<file path="config.mk">
export PLATFORM = sky130hd
export DESIGN_NAME = array_binary_tree_engine
export DESIGN_NICKNAME = d
export VERILOG_FILES = /design/src/rtl/core/abt_pkg.sv /design/src/rtl/core/array_binary_tree_engine.sv /design/src/rtl/core/abt_store.sv
export SDC_FILE = /design/constraint.sdc
export NUM_CORES = 1
export LEC_CHECK = 0
export ABC_CLOCK_PERIOD_IN_PS = 4000
export BUFFER_PORTS_ARGS = -buffer_cell sky130_fd_sc_hd__buf_2
export CORE_MARGIN = 2
export CORE_UTILIZATION = 55
export DETAILED_ROUTE_END_ITERATION = 10
export PLACE_DENSITY_LB_ADDON = 0.25
export SYNTH_ARGS = -nofsm -noshare
export SYNTH_HDL_FRONTEND = slang
export SYNTH_SLANG_ARGS = --single-unit
export TNS_END_PERCENT = 10
</file>
<file path="constraint.sdc">
create_clock -name clk -period 4 [get_ports clk]
set_input_delay 0.6 -clock clk [delete_from_list [all_inputs] [get_ports clk]]
set_output_delay 0.6 -clock clk [all_outputs]
set_load 0.03 [all_outputs]
</file>
<file path="src/rtl/core/abt_pkg.sv">
package abt_pkg;

    // Tree geometry
    localparam int TREE_SIZE = 15;
    localparam int IDX_W     = (TREE_SIZE > 1) ? $clog2(TREE_SIZE) : 1;
    localparam int FILL_W    = $clog2(TREE_SIZE + 1);
    // slot numbers reach 2*(TREE_SIZE-1)+2 while walking off the leaves
    localparam int SLOT_W    = $clog2(2 * TREE_SIZE + 1);

    // Field widths
    localparam int KEY_W  = 8;
    localparam int POS_W  = 4;
    localparam int STAT_W = 2;
    localparam int REQ_W  = 2;

    // Request codes
    localparam logic [REQ_W-1:0] REQ_INSERT = 2'd0;
    localparam logic [REQ_W-1:0] REQ_DELETE = 2'd1;
    localparam logic [REQ_W-1:0] REQ_LIST   = 2'd2;
    localparam logic [REQ_W-1:0] REQ_FIND   = 2'd3;

    // Status codes
    localparam logic [STAT_W-1:0] ST_OK        = 2'd0;
    localparam logic [STAT_W-1:0] ST_FULL      = 2'd1;
    localparam logic [STAT_W-1:0] ST_NOT_FOUND = 2'd2;
    localparam logic [STAT_W-1:0] ST_EMPTY     = 2'd3;

    // Write request into the key store
    typedef struct packed {
        logic             en;
        logic [IDX_W-1:0] addr;
        logic [KEY_W-1:0] data;
    } abt_wr_t;

endpackage

</file>
<file path="src/rtl/core/array_binary_tree_engine.sv">
// Array binary tree engine: heap-indexed key store walked by one slot pointer.
// Insert: result strobe the cycle after start, busy never rises, one item a cycle.
// Delete: one slot per cycle; busy while every slot is swept, result strobe once busy falls.
// List/find: busy while walking the keys reachable from the root (find stops at its match),
// final item in the first cycle that busy is low; start is taken whenever busy is low.
// Results are single-cycle strobes; the receiver cannot stall them. Reset (rst_n, async,
// active low) empties every slot and zeroes the fill index.
module array_binary_tree_engine (
    input  logic                        clk,
    input  logic                        rst_n,
    input  logic                        start,
    output logic                        busy,
    input  logic [abt_pkg::REQ_W-1:0]   req_type,
    input  logic [abt_pkg::KEY_W-1:0]   key,
    output logic                        strobe,
    output logic [abt_pkg::STAT_W-1:0]  status,
    output logic [abt_pkg::KEY_W-1:0]   listed_key,
    output logic [abt_pkg::POS_W-1:0]   position,
    output logic                        last
);
    import abt_pkg::*;

    typedef enum logic [3:0] {
        S_IDLE = 4'b0001,
        S_DEL  = 4'b0010,
        S_DOWN = 4'b0100,
        S_RET  = 4'b1000
    } state_t;

    state_t              state_reg, state_next;
    logic [SLOT_W-1:0]   slot_reg, slot_next;
    logic [IDX_W-1:0]    del_reg, del_next;
    logic [FILL_W-1:0]   fill_reg, fill_next;
    logic [KEY_W-1:0]    key_reg, key_next;
    logic [POS_W-1:0]    count_reg, count_next;
    logic                find_reg, find_next;
    logic                hit_reg, hit_next;

    logic                strobe_reg, strobe_next;
    logic [STAT_W-1:0]   status_reg, status_next;
    logic [KEY_W-1:0]    lkey_reg, lkey_next;
    logic [POS_W-1:0]    pos_reg, pos_next;
    logic                last_reg, last_next;

    abt_wr_t             wr;
    logic [SLOT_W-1:0]   rd_addr;
    logic [KEY_W-1:0]    rd_data;
    logic                rd_present;
    logic [SLOT_W-1:0]   parent;
    logic [POS_W-1:0]    count_inc;
    logic                match;

    abt_store u_store (
        .clk        (clk),
        .rst_n      (rst_n),
        .wr         (wr),
        .rd_addr    (rd_addr),
        .rd_data    (rd_data),
        .rd_present (rd_present)
    );

    // Shared address and compare path
    assign parent    = (slot_reg - SLOT_W'(1)) >> 1;
    assign match     = (rd_data == key_reg);
    assign count_inc = (count_reg == '1) ? count_reg : count_reg + POS_W'(1);

    always_comb
    begin
        case (state_reg)
            S_DEL:   rd_addr = SLOT_W'(del_reg);
            S_RET:   rd_addr = parent;
            default: rd_addr = slot_reg;
        endcase
    end

    // Sequencer
    always_comb
    begin
        state_next  = state_reg;
        slot_next   = slot_reg;
        del_next    = del_reg;
        fill_next   = fill_reg;
        key_next    = key_reg;
        count_next  = count_reg;
        find_next   = find_reg;
        hit_next    = hit_reg;
        strobe_next = 1'b0;
        status_next = ST_OK;
        lkey_next   = '0;
        pos_next    = '0;
        last_next   = 1'b0;
        wr.en       = 1'b0;
        wr.addr     = fill_reg[IDX_W-1:0];
        wr.data     = key;

        case (state_reg)
            S_IDLE:
            begin
                if (start)
                begin
                    key_next   = key;
                    slot_next  = '0;
                    del_next   = '0;
                    count_next = '0;
                    hit_next   = 1'b0;
                    find_next  = (req_type == REQ_FIND);
                    case (req_type)
                        REQ_INSERT:
                        begin
                            strobe_next = 1'b1;
                            last_next   = 1'b1;
                            if (fill_reg >= FILL_W'(TREE_SIZE))
                            begin
                                status_next = ST_FULL;
                            end
                            else
                            begin
                                wr.en     = 1'b1;
                                fill_next = fill_reg + FILL_W'(1);
                            end
                        end
                        REQ_DELETE: state_next = S_DEL;
                        default:    state_next = S_DOWN;
                    endcase
                end
            end

            // Delete: sweep every slot, clear the matching ones
            S_DEL:
            begin
                wr.addr = del_reg;
                wr.data = '0;
                if (match && key_reg != '0)
                begin
                    wr.en    = 1'b1;
                    hit_next = 1'b1;
                end
                del_next = del_reg + IDX_W'(1);
                if (del_reg == IDX_W'(TREE_SIZE - 1))
                begin
                    strobe_next = 1'b1;
                    last_next   = 1'b1;
                    status_next = (hit_reg || (match && key_reg != '0)) ? ST_OK : ST_NOT_FOUND;
                    state_next  = S_IDLE;
                end
            end

            // Descend: go left from a present slot, climb back from an empty one
            S_DOWN:
            begin
                if (rd_present)
                begin
                    slot_next = (slot_reg << 1) + SLOT_W'(1);
                end
                else if (slot_reg == '0)
                begin
                    strobe_next = 1'b1;
                    last_next   = 1'b1;
                    status_next = find_reg ? ST_NOT_FOUND : ST_EMPTY;
                    state_next  = S_IDLE;
                end
                else
                begin
                    state_next = S_RET;
                end
            end

            // Return to the parent of slot_reg
            S_RET:
            begin
                if (slot_reg[0])
                begin
                    // back from the left child: inorder visit, then go right
                    if (find_reg)
                    begin
                        count_next = count_inc;
                    end
                    if (find_reg && match)
                    begin
                        strobe_next = 1'b1;
                        last_next   = 1'b1;
                        pos_next    = count_inc;
                        state_next  = S_IDLE;
                    end
                    else
                    begin
                        slot_next  = (parent << 1) + SLOT_W'(2);
                        state_next = S_DOWN;
                    end
                end
                else
                begin
                    // back from the right child: postorder visit, climb on
                    if (!find_reg)
                    begin
                        strobe_next = 1'b1;
                        lkey_next   = rd_data;
                        last_next   = (parent == '0);
                    end
                    else if (parent == '0)
                    begin
                        strobe_next = 1'b1;
                        last_next   = 1'b1;
                        status_next = ST_NOT_FOUND;
                    end
                    slot_next = parent;
                    if (parent == '0)
                    begin
                        state_next = S_IDLE;
                    end
                end
            end

            default: state_next = S_IDLE;
        endcase
    end

    // Control registers
    always_ff @(posedge clk or negedge rst_n)
    begin
        if (!rst_n)
        begin
            state_reg  <= S_IDLE;
            fill_reg   <= '0;
            strobe_reg <= 1'b0;
        end
        else
        begin
            state_reg  <= state_next;
            fill_reg   <= fill_next;
            strobe_reg <= strobe_next;
        end
    end

    // Working and result registers
    always_ff @(posedge clk)
    begin
        slot_reg   <= slot_next;
        del_reg    <= del_next;
        key_reg    <= key_next;
        count_reg  <= count_next;
        find_reg   <= find_next;
        hit_reg    <= hit_next;
        status_reg <= status_next;
        lkey_reg   <= lkey_next;
        pos_reg    <= pos_next;
        last_reg   <= last_next;
    end

    assign busy       = (state_reg != S_IDLE);
    assign strobe     = strobe_reg;
    assign status     = status_reg;
    assign listed_key = lkey_reg;
    assign position   = pos_reg;
    assign last       = last_reg;

    // Checks
    a_fill_bound: assert property (@(posedge clk) disable iff (!rst_n)
        fill_reg <= FILL_W'(TREE_SIZE))
        else $error("fill index beyond store");

    a_mid_list: assert property (@(posedge clk) disable iff (!rst_n)
        (strobe_reg && !last_reg) |-> (status_reg == ST_OK && lkey_reg != '0))
        else $error("non-final item is not a listed key");

    a_pos_ok: assert property (@(posedge clk) disable iff (!rst_n)
        (strobe_reg && pos_reg != '0) |-> (status_reg == ST_OK && lkey_reg == '0))
        else $error("position on a non-find item");

    a_busy_end: assert property (@(posedge clk) disable iff (!rst_n)
        (busy && state_next == S_IDLE) |=> (strobe_reg && last_reg))
        else $error("request finished without a final item");

endmodule

</file>
<file path="src/rtl/core/abt_store.sv">
module abt_store (
    input  logic                        clk,
    input  logic                        rst_n,
    input  abt_pkg::abt_wr_t            wr,
    input  logic [abt_pkg::SLOT_W-1:0]  rd_addr,
    output logic [abt_pkg::KEY_W-1:0]   rd_data,
    output logic                        rd_present
);
    import abt_pkg::*;

    logic [KEY_W-1:0] mem_reg [TREE_SIZE];
    logic             in_range;

    // Key slots, cleared to empty on reset
    always_ff @(posedge clk or negedge rst_n)
    begin
        if (!rst_n)
        begin
            for (int i = 0; i < TREE_SIZE; i++)
            begin
                mem_reg[i] <= '0;
            end
        end
        else if (wr.en)
        begin
            mem_reg[wr.addr] <= wr.data;
        end
    end

    // Slots past the end of the store read as empty
    assign in_range   = rd_addr < SLOT_W'(TREE_SIZE);
    assign rd_data    = in_range ? mem_reg[rd_addr[IDX_W-1:0]] : '0;
    assign rd_present = (rd_data != '0);

endmodule
</file>
==> results of run 1 <==
-- per-layer routing --
layer | vias to the layer above | GRT usage | wire length (um)
met5 | - | 0 | 0
met1 | 4573 | 0.4924 | 13480
met2 | 531 | 0.5426 | 15140
li1 | 4163 | - | -
met4 | 0 | 0.1695 | 1666
met3 | 119 | 0.06071 | 3063
-- worst max path at each step --
stage,startpoint,end,cells after the start
after detailed placement,slot_reg[0],slot_reg[2],14
after CTS,slot_reg[0],slot_reg[4],13
final,slot_reg[1],slot_reg[3],17
after floorplan,slot_reg[0],slot_reg[4],14
after global placement,slot_reg[0],slot_reg[3],12
after global routing,slot_reg[0],slot_reg[3],17
-- cell usage after synthesis, types with 7 or more instances --
library cell  count  share of area
nand2_1         149          0.057
dfrtp_1         128           0.33
o21ai_0         111          0.057
a22oi_1         102          0.078
nand3_1          45          0.023
clkbuf_1         38          0.015
nor2_1           35          0.013
o21ai_2          30          0.027
mux2i_1          29          0.030
and3_1           24          0.015
o41ai_1          24          0.021
edfxtp_1         23          0.071
a211oi_1         21          0.016
inv_1            21         0.0081
dfxtp_1          15          0.031
and2_1           14         0.0090
a21oi_1          13         0.0067
nor3_1           13         0.0067
a311oi_1         10         0.0090
buf_2            10         0.0051
ha_1              8          0.010
nand3b_1          8         0.0061
xnor2_1           7         0.0063
xor2_1            7         0.0063
-- through the flow --
step / hold slack (ns) / cells
final: 0.2942 / 1376
after global routing: 0.3733 / 1376
after CTS: 0.3295 / 1358
after floorplan: 0.3044 / 1041
after global placement: 0.5209 / 1327
after detailed placement: 0.5422 / 1327
-- layout make-up --
cell class,instances,area [sq um]
Clock inverter,13,118.9
Inverter,22,83.83
Sequential cell,167,4223
Fill cell,1392,5629
Tap cell,225,281.5
Timing Repair Buffer,149,1231
Clock buffer,18,429.2
Multi-Input combinational cell,782,5360
-- timing repair --
| item | CTS | global route |
|---|---|---|
| resized for setup | 4 | 58 |
| setup endpoints to repair | 49 | 139 |
| setup buffers | 0 | 15 |
| cloned | 0 | 3 |
| pin swaps | 0 | 10 |
-- report_power, final --
group	internal, mW	switching [mW]	leakage, nW
registers	1.93	0.197	1.51
clock network	0.862	0.731	0.273
logic	2.29	3.38	3.50
-- kinds of logic after synthesis --
family          after synthesis  synth area share
compound gates              389            0.2857
simple gates                335            0.1720
flops                       167            0.4316
buf+inv                      92           0.04901
mux                          36           0.03890
xor+xnor                     14           0.01254
fa+ha+maj                     8           0.01024
-- layout by cell type (no fill, tap or decap), types with 6 or more instances in the layout --
cell type / netlist / routed
nand2_1: 149 / 147
dfrtp_1: 128 / 126
o21ai_0: 111 / 104
buf_4: 5 / 104
a22oi_1: 102 / 99
nand3_1: 45 / 45
nor2_1: 35 / 34
o21ai_2: 30 / 32
mux2i_1: 29 / 29
buf_2: 10 / 28
and3_1: 24 / 24
edfxtp_1: 23 / 23
inv_1: 21 / 20
clkbuf_16: 0 / 20
a211oi_1: 21 / 17
dfxtp_1: 15 / 15
and2_1: 14 / 14
o41ai_1: 24 / 13
nor3_1: 13 / 12
o41ai_2: 0 / 11
o21ai_1: 5 / 10
a21oi_1: 13 / 10
a311oi_1: 10 / 10
nand3b_1: 8 / 8
xnor2_1: 7 / 7
ha_1: 8 / 7
buf_12: 3 / 7
xor2_1: 7 / 6
o211a_1: 6 / 6
a32oi_1: 6 / 6
mux2_2: 6 / 6
nand4_1: 6 / 6
buf_6: 6 / 6
==> impl_summary.txt, run 1 <==
----------------------------------------------------
[Timing]
  Aggregate negative setup slack ... 0 ns
  Number of failing hold endpoints at the final stage ... 0
  Post-Route Skew ... ~0.013 ns
  Time the worst path needs with I/O delays and setup ... around 4 ns
  Final setup margin ... 0.04954 ns
  Ratio of final minimum period to clock period ... 0.9876
  Highest achievable clock rate ... 253.1 MHz
  Worst-Margin Slew ... 0.9435 ns
  Unrepaired setup endpoints after global routing ... yes
  Worst rel slew slack ... 0.3661
  Final number of max-transition violations ... 0
  Setup violators final ... 0

[Route]
  Initial DRC Count ... around 1400
  Aggregate routed wire length ... roughly 33000 um
  Antenna-violating nets left ... 0
  Residual DRC ... 0
  Via density ... around 6.8
  DR vias ... about 9400
  TritonRoute pass-1 iters ... 6
  Wire per inst ... approximately 24 um

[CTS]
  Hold-fix buffers at CTS ... 0
  Later-pin clock latency in the skew report ... about 0.44 ns
  CTS tree ... yes
  Root Driver ... clkbuf_16
  Max clock buf depth ... 2
  Sinks on Clock Net ... 167
  Inserted Clock Buffers ... 17
  CTS clock-pin slew for the worst setup and hold paths ... 0.07 ns
  Number of H-tree levels ... 4

[Synthesis]
  Most used flip-flop cell after synthesis ... dfrtp_1
  Post-synthesis cell count ... about 1000
  Number of distinct library cells after synthesis ... 90
  Number of warnings printed during yosys synthesis ... 0
  Number of enable-type register cells in the synthesized netlist ... 23
  Synthesized flop and latch total ... 167
  Mean cell area of the mapped netlist ... 9.393 sq um
  Proportion of synthesized chip area in sequential cells ... 0.4316
  Synthesized net count ... roughly 1100
  Async SR Flop Fraction ... 0.7725
  Mapped Area ... slightly below 0.01 sq mm

[Critical path]
  Cell family with most CP delay ... compound AO/OA/AOI/OAI gates
  Cell type with the highest occurrence count on the critical path ... buf_4
  CP Buf/Inv Count ... 6
  CP Data Required Time ... roughly 4.2 ns
  Worst r2r src ... slot_reg[1]
  CP cell instances ... inv_1 -> ha_1 -> and3b_1 -> o21ai_1 -> nand2_1 -> buf_12 -> buf_4 -> a211oi_1 -> a211o_1 -> a311oi_1 -> buf_4 -> a22oi_2 -> nand4_4 -> buf_12 -> nor4_4 -> buf_4 -> o31ai_1
  Slowest stage cell, crit path ... edfxtp_1
  Endpoint class of the critical path ... flop
  CP Data Arrival Time ... 4.13 ns
  Logic depth of the worst register-to-register path ... 17
  Maximum fanout encountered on the critical timing path ... 26
  Worst reg2reg path endpoint ... slot_reg[3]
  FF-to-FF setup slack ... just under 0.05 ns
  Worst setup path category ... flop to flop
  Element type at the critical path start ... flop
  Longest individual stage delay on the worst path ... roughly 0.40 ns

[Floorplan]
  Die span in x ... 137.3 um
  I/O pins ... 30
  Starting density of the core ... 0.5634
  Standard cell core area ... 0.01736 sq mm
  Die span in y ... roughly 140 um
  Die Footprint ... between 0.015 and 0.02 sq mm
  Total number of placement rows ... 48

[Global route]
  Maximum number of pins on one net before global-route repair ... 109
  Wire length of the first global-routing pass ... between 50000 and 60000 um
  Tot GR Track Use ... 0.3556
  Grt ovf ... 0
  Vias in the first global route ... slightly below 9000
  Antenna violations before repair ... 0

[Finish]
  Fraction of layout instances using a drive strength above 1 ... 0.2502
  Final core utilization ... 0.6757
  Number of antenna diodes ... 0
  Design area ... 0.01173 sq mm
  Signed area change from the synthesized netlist to the final layout ... 19.94%
  Final #Nets ... 1160
  Number of flip-flops under the largest register name ... 120

[Placement]
  Gp weighted congestion ... a little over 1
  Placed Instance Area ... around 0.011 sq mm
  Placed wire-length estimate ... approximately 23000 um
  Placement-stage worst setup slack ... -0.2281 ns
  IO Port Bufs ... 29

[Pwr]
  Design Power ... 9.394 mW
  Static Leak ... 5.280 nW
  Cell area power density ... roughly 800 mW/mm^2
  Peak supply drop ... around 0.54 mV

[Job]
  MaxCap Viol Count ... 0

[Run status]
  Outcome ... finished clean

[Hold path]
  Worst min path class ... primary input to asynchronous set/reset pin

----------------------------------------------------
No activity file was read; power rests on OpenSTA's default activity.
==> run 2, diff against run 1 <==
--- a/config.mk
+++ b/config.mk
@@ -7,2 +7,3 @@
 export LEC_CHECK = 0
+export ABC_AREA = 1
 export ABC_CLOCK_PERIOD_IN_PS = 4000
--- a/constraint.sdc
+++ b/constraint.sdc
@@ -3,2 +3,2 @@
 set_output_delay 0.6 -clock clk [all_outputs]
-set_load 0.03 [all_outputs]
+set_load 0.005 [all_outputs]
==> run 2 against run 1 <==
Against the previous run: final cell count up 3.8%; clock-buffer cell count is the same; synthesized area is 9.5% lower; largest cell class is now flip-flops and latches.
==> impl_summary.txt, run 2 <==
----------------------------------------------------
[Hold path]
  Worst min path class ... primary input to asynchronous set/reset pin

[Timing]
  Highest achievable clock rate ... 269.7 MHz
  Time the worst path needs with I/O delays and setup ... about 3.7 ns
  Final setup margin ... just under 0.3 ns
  Number of failing hold endpoints at the final stage ... 0
  Post-Route Skew ... ~0.0098 ns
  Worst rel slew slack ... 0.2746
  Final number of max-transition violations ... 0
  Ratio of final minimum period to clock period ... 0.9269
  Worst-Margin Slew ... ~1.1 ns
  Setup violators final ... 0

[CTS]
  Inserted Clock Buffers ... 17
  Later-pin clock latency in the skew report ... 0.44 ns
  CTS clock-pin slew for the worst setup and hold paths ... ~0.07 ns
  Max clock buf depth ... 2
  CTS tree ... yes
  Hold-fix buffers at CTS ... 0
  Sinks on Clock Net ... 167
  Root Driver ... clkbuf_16
  Number of H-tree levels ... 4

[Placement]
  Placed Instance Area ... 0.009326 sq mm
  IO Port Bufs ... 29
  Gp weighted congestion ... 0.9300
  Placed wire-length estimate ... around 17000 um
  Placement-stage worst setup slack ... 0.1752 ns

[Pwr]
  Net switching share of the total power ... 0.4599
  Combinational fraction of design power ... 0.469
  Cell area power density ... around 780 mW/mm^2
  Static Leak ... roughly 5.1 nW
  Clock power frac ... 0.210
  Internal power ... ~4.2 mW
  Peak supply drop ... ~0.56 mV
  Register share of total power ... 0.321
  Net switching power ... 3.559 mW

[Critical path]
  Worst reg2reg path endpoint ... u_store.mem_reg[96]
  CP Data Required Time ... approximately 4.3 ns
  Maximum fanout encountered on the critical timing path ... 23
  FF-to-FF setup slack ... 0.29 ns
  Worst setup path category ... flop to flop
  Endpoint class of the critical path ... flop
  CP Data Arrival Time ... 4.04 ns
  Logic depth of the worst register-to-register path ... 19
  Element type at the critical path start ... flop
  Worst r2r src ... slot_reg[0]

[Synthesis]
  Number of enable-type register cells in the synthesized netlist ... 23
  Synthesized net count ... 1191
  Mapped Area ... a little under 0.009 sq mm
  Post-synthesis cell count ... between 1000 and 1500
  Top area cells in the synthesized netlist ... dfrtp_1 (36%), nand3_1 (17%), nand2_1 (17%)
  Proportion of synthesized chip area in sequential cells ... 0.4767
  Synthesized flop and latch total ... roughly 170
  Mean cell area of the mapped netlist ... between 7 and 8 sq um
  Most common cell in the netlist ... nand2_1
  Most used flip-flop cell after synthesis ... dfrtp_1
  Most frequent cells after synthesis ... nand2_1 (392), nand3_1 (309), dfrtp_1 (128)
  Number of distinct library cells after synthesis ... 42
  Number of warnings printed during yosys synthesis ... 0
  Top cell type by total area after synthesis ... dfrtp_1
  Synth top area share ... 0.3618
  Async SR Flop Fraction ... 0.7725

[Floorplan]
  I/O pins ... 30
  Die span in x ... approximately 130 um
  Die Footprint ... approximately 0.017 sq mm
  Die span in y ... roughly 130 um
  Starting density of the core ... 0.5594
  Total number of placement rows ... 46
  Standard cell core area ... 0.01583 sq mm

[Finish]
  Most common library cell in the layout ignoring fill and taps ... nand2_1
  Number of antenna diodes ... 0
  Final #Nets ... ~1200
  Fillers ... between 1000 and 1500
  Number of flip-flops under the largest register name ... 120
  Design area ... 0.009967 sq mm
  Fraction of layout instances using a drive strength above 1 ... 0.1238
  Final core utilization ... 0.6297
  Signed area change from the synthesized netlist to the final layout ... 12.58%
  Most frequent cells in the layout ... nand2_1 (391), nand3_1 (308), dfrtp_1 (128)

[Route]
  Via density ... approximately 5.7
  Aggregate routed wire length ... 24940 um
  Residual DRC ... 0
  Initial DRC Count ... ~940
  TritonRoute pass-1 iters ... 6
  Wire per inst ... 17.47 um
  Antenna-violating nets left ... 0
  DR vias ... ~8200

[Global route]
  Maximum number of pins on one net before global-route repair ... 70
  Grt ovf ... 0
  Wire length of the first global-routing pass ... just under 40000 um
  Vias in the first global route ... ~7200
  Tot GR Track Use ... 0.3040
  Antenna violations before repair ... 0

[Run status]
  Outcome ... finished clean

[Job]
  MaxCap Viol Count ... 0

----------------------------------------------------
## run 2: how the worst max path moves through the flow
stage           startpoint                   end  slack, ns  depth (start not counted)
2_1_floorplan  slot_reg[0]  u_store.mem_reg[104]       0.98                         21
3_3_place_gp   slot_reg[0]   u_store.mem_reg[55]       0.30                         18
3_5_place_dp   slot_reg[0]   u_store.mem_reg[48]       0.18                         20
4_1_cts        slot_reg[0]   u_store.mem_reg[48]       0.17                         20
5_1_grt        slot_reg[0]  u_store.mem_reg[108]    -0.0008                         20
6_report       slot_reg[0]   u_store.mem_reg[96]       0.29                         19
## run 2: power groups by stage
stage	registers [mW]	logic, mW	clock network [mW]
6_report	2.48	3.63	1.63
5_1_grt	2.53	3.98	1.70
4_1_cts	2.46	3.46	1.63
3_5_place_dp	2.49	3.45	0
3_3_place_gp	2.48	3.40	0
2_1_floorplan	2.40	2.46	0
## run 2: area by class of cell
| class | count | area, sq um | share of cell area |
|---|---|---|---|
| timing repair buffer | 65 | 534.3 | 0.05360 |
| clock buffer | 18 | 429.2 | 0.04306 |
| sequential | 167 | 4220 | 0.4234 |
| clock inverter | 14 | 138.9 | 0.01393 |
| multi-input combinational | 877 | 4108 | 0.4121 |
| inverter | 71 | 266.5 | 0.02674 |
| tap | 216 | 270.3 | 0.02712 |
## run 2: layer usage
| metal | vias up | wire [um] | share of wire | track usage |
|---|---|---|---|---|
| met1 | 3845 | 10380 | 0.42 | 0.4186 |
| met2 | 388 | 11930 | 0.48 | 0.4899 |
| li1 | 3907 | - | - | - |
| met3 | 50 | 2022 | 0.081 | 0.05904 |
| met5 | - | 0 | 0 | 0 |
| met4 | 0 | 610 | 0.024 | 0.09512 |
## run 2: logic make-up after synthesis
family / synth area share
AOI/OAI and AO/OA: 0.02304
xor gates and xnor gates: 0.009893
adders and majority gates: 0.01131
buffers and inverters: 0.06628
DFF: 0.4767
muxes: 0.001131
and+or+nand+nor: 0.4117
## run 2: repair_timing
| item | 4_1_cts | 5_1_grt |
|---|---|---|
| buffers inserted | 0 | 4 |
| resized for setup | 0 | 7 |
| setup endpoints to repair | 0 | 124 |
## run 2: worst max-delay path, cell delays in order, from the launching register on
cell and delay (ns):
edfxtp_1 0.48, inv_2 0.18, ha_2 0.27, nand2_1 0.11, xor2_2 0.24, inv_1 0.18, a21oi_4 0.28, buf_4 0.16
nand3_1 0.07, nand3_1 0.19, nand3_1 0.16, nand2_1 0.09, nand3_1 0.10, nor2_2 0.17, nand4_2 0.13, nand2_4 0.21
buf_12 0.22, nand2_2 0.15, nand2_1 0.14, nand2_1 0.05
## run 2: per-stage QoR
stage          hold slack, ns     TNS, ns  instances  power (mW)
4_1_cts                0.2905           0       1423       7.560
3_5_place_dp           0.4531           0       1391       5.936
3_3_place_gp           0.4493           0       1391       5.879
5_1_grt                0.3291  -0.0007532       1428       8.215
2_1_floorplan          0.3044           0       1170       4.860
6_report               0.2506           0       1428       7.739
==> run 3, diff against run 2 <==
CORE_ASPECT_RATIO = 0.7   (was unset)
==> run 3 against run 2 <==
Against the previous run: sequential power is essentially flat; largest power group unchanged; final area shrank 0.95%; combinational power grew 2%; largest cell class unchanged.
==> impl_summary.txt, run 3 (same netlist as run 2, synthesis figures left out) <==
----------------------------------------------------
[Run status]
  Outcome ... finished clean

[Critical path]
  CP Buf/Inv Count ... 4
  Slowest stage cell, crit path ... edfxtp_1
  FF-to-FF setup slack ... approximately 0.18 ns
  Worst r2r src ... slot_reg[1]
  CP Data Required Time ... 4.32 ns
  Number of stages on the worst setup path ... 21
  Start point of the critical path ... slot_reg[1]
  Longest individual stage delay on the worst path ... ~0.4 ns
  Worst setup path endpoint ... u_store.mem_reg[27]
  Maximum fanout encountered on the critical timing path ... 50
  Endpoint class of the critical path ... flop
  Logic depth of the worst register-to-register path ... 21
  Cell type with the highest occurrence count on the critical path ... nand2_1
  Element type at the critical path start ... flop
  CP cell instances ... inv_1 -> ha_1 -> nand3_1 -> nand2_1 -> inv_2 -> nand2_2 -> buf_4 -> nand2_1 -> nand3_1 -> nand3_1 -> nand3_1 -> nand4_1 -> nand2_1 -> nand2_1 -> nor2_4 -> nand4_2 -> nand2_4 -> buf_12 -> nand2_2 -> nand2_1 -> nand2_1
  Worst reg2reg path endpoint ... u_store.mem_reg[27]
  Cell family with most CP delay ... simple AND/OR/NAND/NOR gates
  Worst setup path category ... flop to flop
  CP Data Arrival Time ... slightly above 4 ns

[Timing]
  Aggregate negative setup slack ... 0 ns
  Highest achievable clock rate ... around 260 MHz
  Worst rel slew slack ... 0.2749
  Worst-Margin Slew ... around 1.1 ns
  Time the worst path needs with I/O delays and setup ... 3.815 ns
  Final setup margin ... between 0.15 and 0.2 ns
  Final number of max-transition violations ... 0
  Number of failing hold endpoints at the final stage ... 0
  Unrepaired setup endpoints after global routing ... no
  Post-Route Skew ... around 0.013 ns
  Setup violators final ... 0
  Ratio of final minimum period to clock period ... 0.9538

[Job]
  MaxCap Viol Count ... 0

[Route]
  TritonRoute pass-1 iters ... 6
  Initial DRC Count ... between 1000 and 1500
  Wire per inst ... ~19 um
  Aggregate routed wire length ... approximately 26000 um
  Residual DRC ... 0
  Via density ... 5.964
  DR vias ... around 8400
  Antenna-violating nets left ... 0

[Finish]
  Number of flip-flops under the largest register name ... between 100 and 150
  Fraction of layout instances using a drive strength above 1 ... 0.1154
  Final #Nets ... between 1000 and 1500
  Most common library cell in the layout ignoring fill and taps ... nand2_1
  Number of antenna diodes ... 0
  Signed area change from the synthesized netlist to the final layout ... 11.50%
  Most frequent cells in the layout ... nand2_1 (389), nand3_1 (308), dfrtp_1 (128)

[Global route]
  Grt ovf ... 0
  Wire length of the first global-routing pass ... between 40000 and 50000 um
  Maximum number of pins on one net before global-route repair ... between 100 and 150
  Vias in the first global route ... about 7600
  Tot GR Track Use ... 0.3203
  Antenna violations before repair ... 0

[Floorplan]
  Die span in x ... ~160 um
  Total number of placement rows ... 38
  Die Footprint ... about 0.017 sq mm
  I/O pins ... 30
  Die span in y ... 110.2 um
  Standard cell core area ... roughly 0.016 sq mm
  Starting density of the core ... 0.5660

[CTS]
  Inserted Clock Buffers ... 17
  Later-pin clock latency in the skew report ... 0.44 ns
  Sinks on Clock Net ... around 170
  Max clock buf depth ... 2
  Hold-fix buffers at CTS ... 0
  CTS tree ... yes
  Root Driver ... clkbuf_16
  CTS clock-pin slew for the worst setup and hold paths ... roughly 0.07 ns
  Number of H-tree levels ... 4

[Hold path]
  Worst min path class ... primary input to asynchronous set/reset pin

[Placement]
  Placed wire-length estimate ... roughly 18000 um
  Gp weighted congestion ... 0.9349
  IO Port Bufs ... 29
  Placement-stage worst setup slack ... roughly 0.26 ns

[Pwr]
  Static Leak ... around 5 nW
  Cell area power density ... between 700 and 800 mW/mm^2
  Peak supply drop ... ~0.52 mV

----------------------------------------------------
run 3: worst min path at each step:
stage / end / depth (start not counted) / start / slack (ns)
5_1_grt: u_store.mem_reg[46] / 2 / rst_n / 0.32
6_report: u_store.mem_reg[46] / 2 / rst_n / 0.23
3_3_place_gp: u_store.mem_reg[78] / 2 / u_store.mem_reg[78] / 0.45
3_5_place_dp: u_store.mem_reg[78] / 2 / u_store.mem_reg[78] / 0.45
2_1_floorplan: fill_reg[0] / 0 / rst_n / 0.30
4_1_cts: u_store.mem_reg[44] / 2 / rst_n / 0.31
run 3: cell type report:
class | instances | area [sq um]
fill | 1389 | 5771
timing repair buffer | 59 | 489.2
clock inverter | 13 | 131.4
tap | 200 | 250.2
multi-input combinational | 876 | 4081
clock buffer | 19 | 432.9
inverter | 71 | 266.5
sequential | 167 | 4220
run 3: layer usage:
layer / global-route usage / part of all wire / up-vias
met5: 0 / 0 / -
met4: 0.09699 / 0.020 / 0
met3: 0.1036 / 0.13 / 64
met2: 0.4330 / 0.41 / 492
met1: 0.4845 / 0.45 / 3942
li1: - / - / 3881
run 3: what timing repair did:
item,CTS,global route
setup endpoints to repair,0,125
buffers inserted,0,2
hold endpoints to repair,0,0
resized for setup,0,5
run 3: stage by stage:
stage | hold slack [ns] | util | cell area, sq um | total power, mW | cells
finish | 0.2349 | 0.6311 | 9872 | 7.794 | 1405
global route | 0.3248 | 0.6311 | 9872 | 8.271 | 1405
CTS | 0.3065 | 0.6283 | 9828 | 7.623 | 1403
detailed placement | 0.4492 | 0.5922 | 9264 | 5.988 | 1371
global placement | 0.4465 | 0.5922 | 9264 | 5.955 | 1371
floorplan | 0.3044 | - | 8853 | 4.860 | 1170
run 3: worst reg2reg max path, cell delays in order (launching register included):
cell	delay [ns]
edfxtp_1	0.39
inv_1	0.10
ha_1	0.39
nand3_1	0.18
nand2_1	0.13
inv_2	0.08
nand2_2	0.10
buf_4	0.37
nand2_1	0.11
nand3_1	0.14
nand3_1	0.08
nand3_1	0.18
nand4_1	0.13
nand2_1	0.11
nand2_1	0.11
nor2_4	0.18
nand4_2	0.14
nand2_4	0.12
buf_12	0.25
nand2_2	0.19
nand2_1	0.15
nand2_1	0.06
run 3: power breakdown:
part	internal (mW)	switching (mW)	total, mW	leakage [nW]
registers	2.18	0.283	2.46	2.11
logic	1.10	2.60	3.71	2.64
clock network	0.914	0.711	1.62	0.268
total	4.20	3.60	7.79	5.02
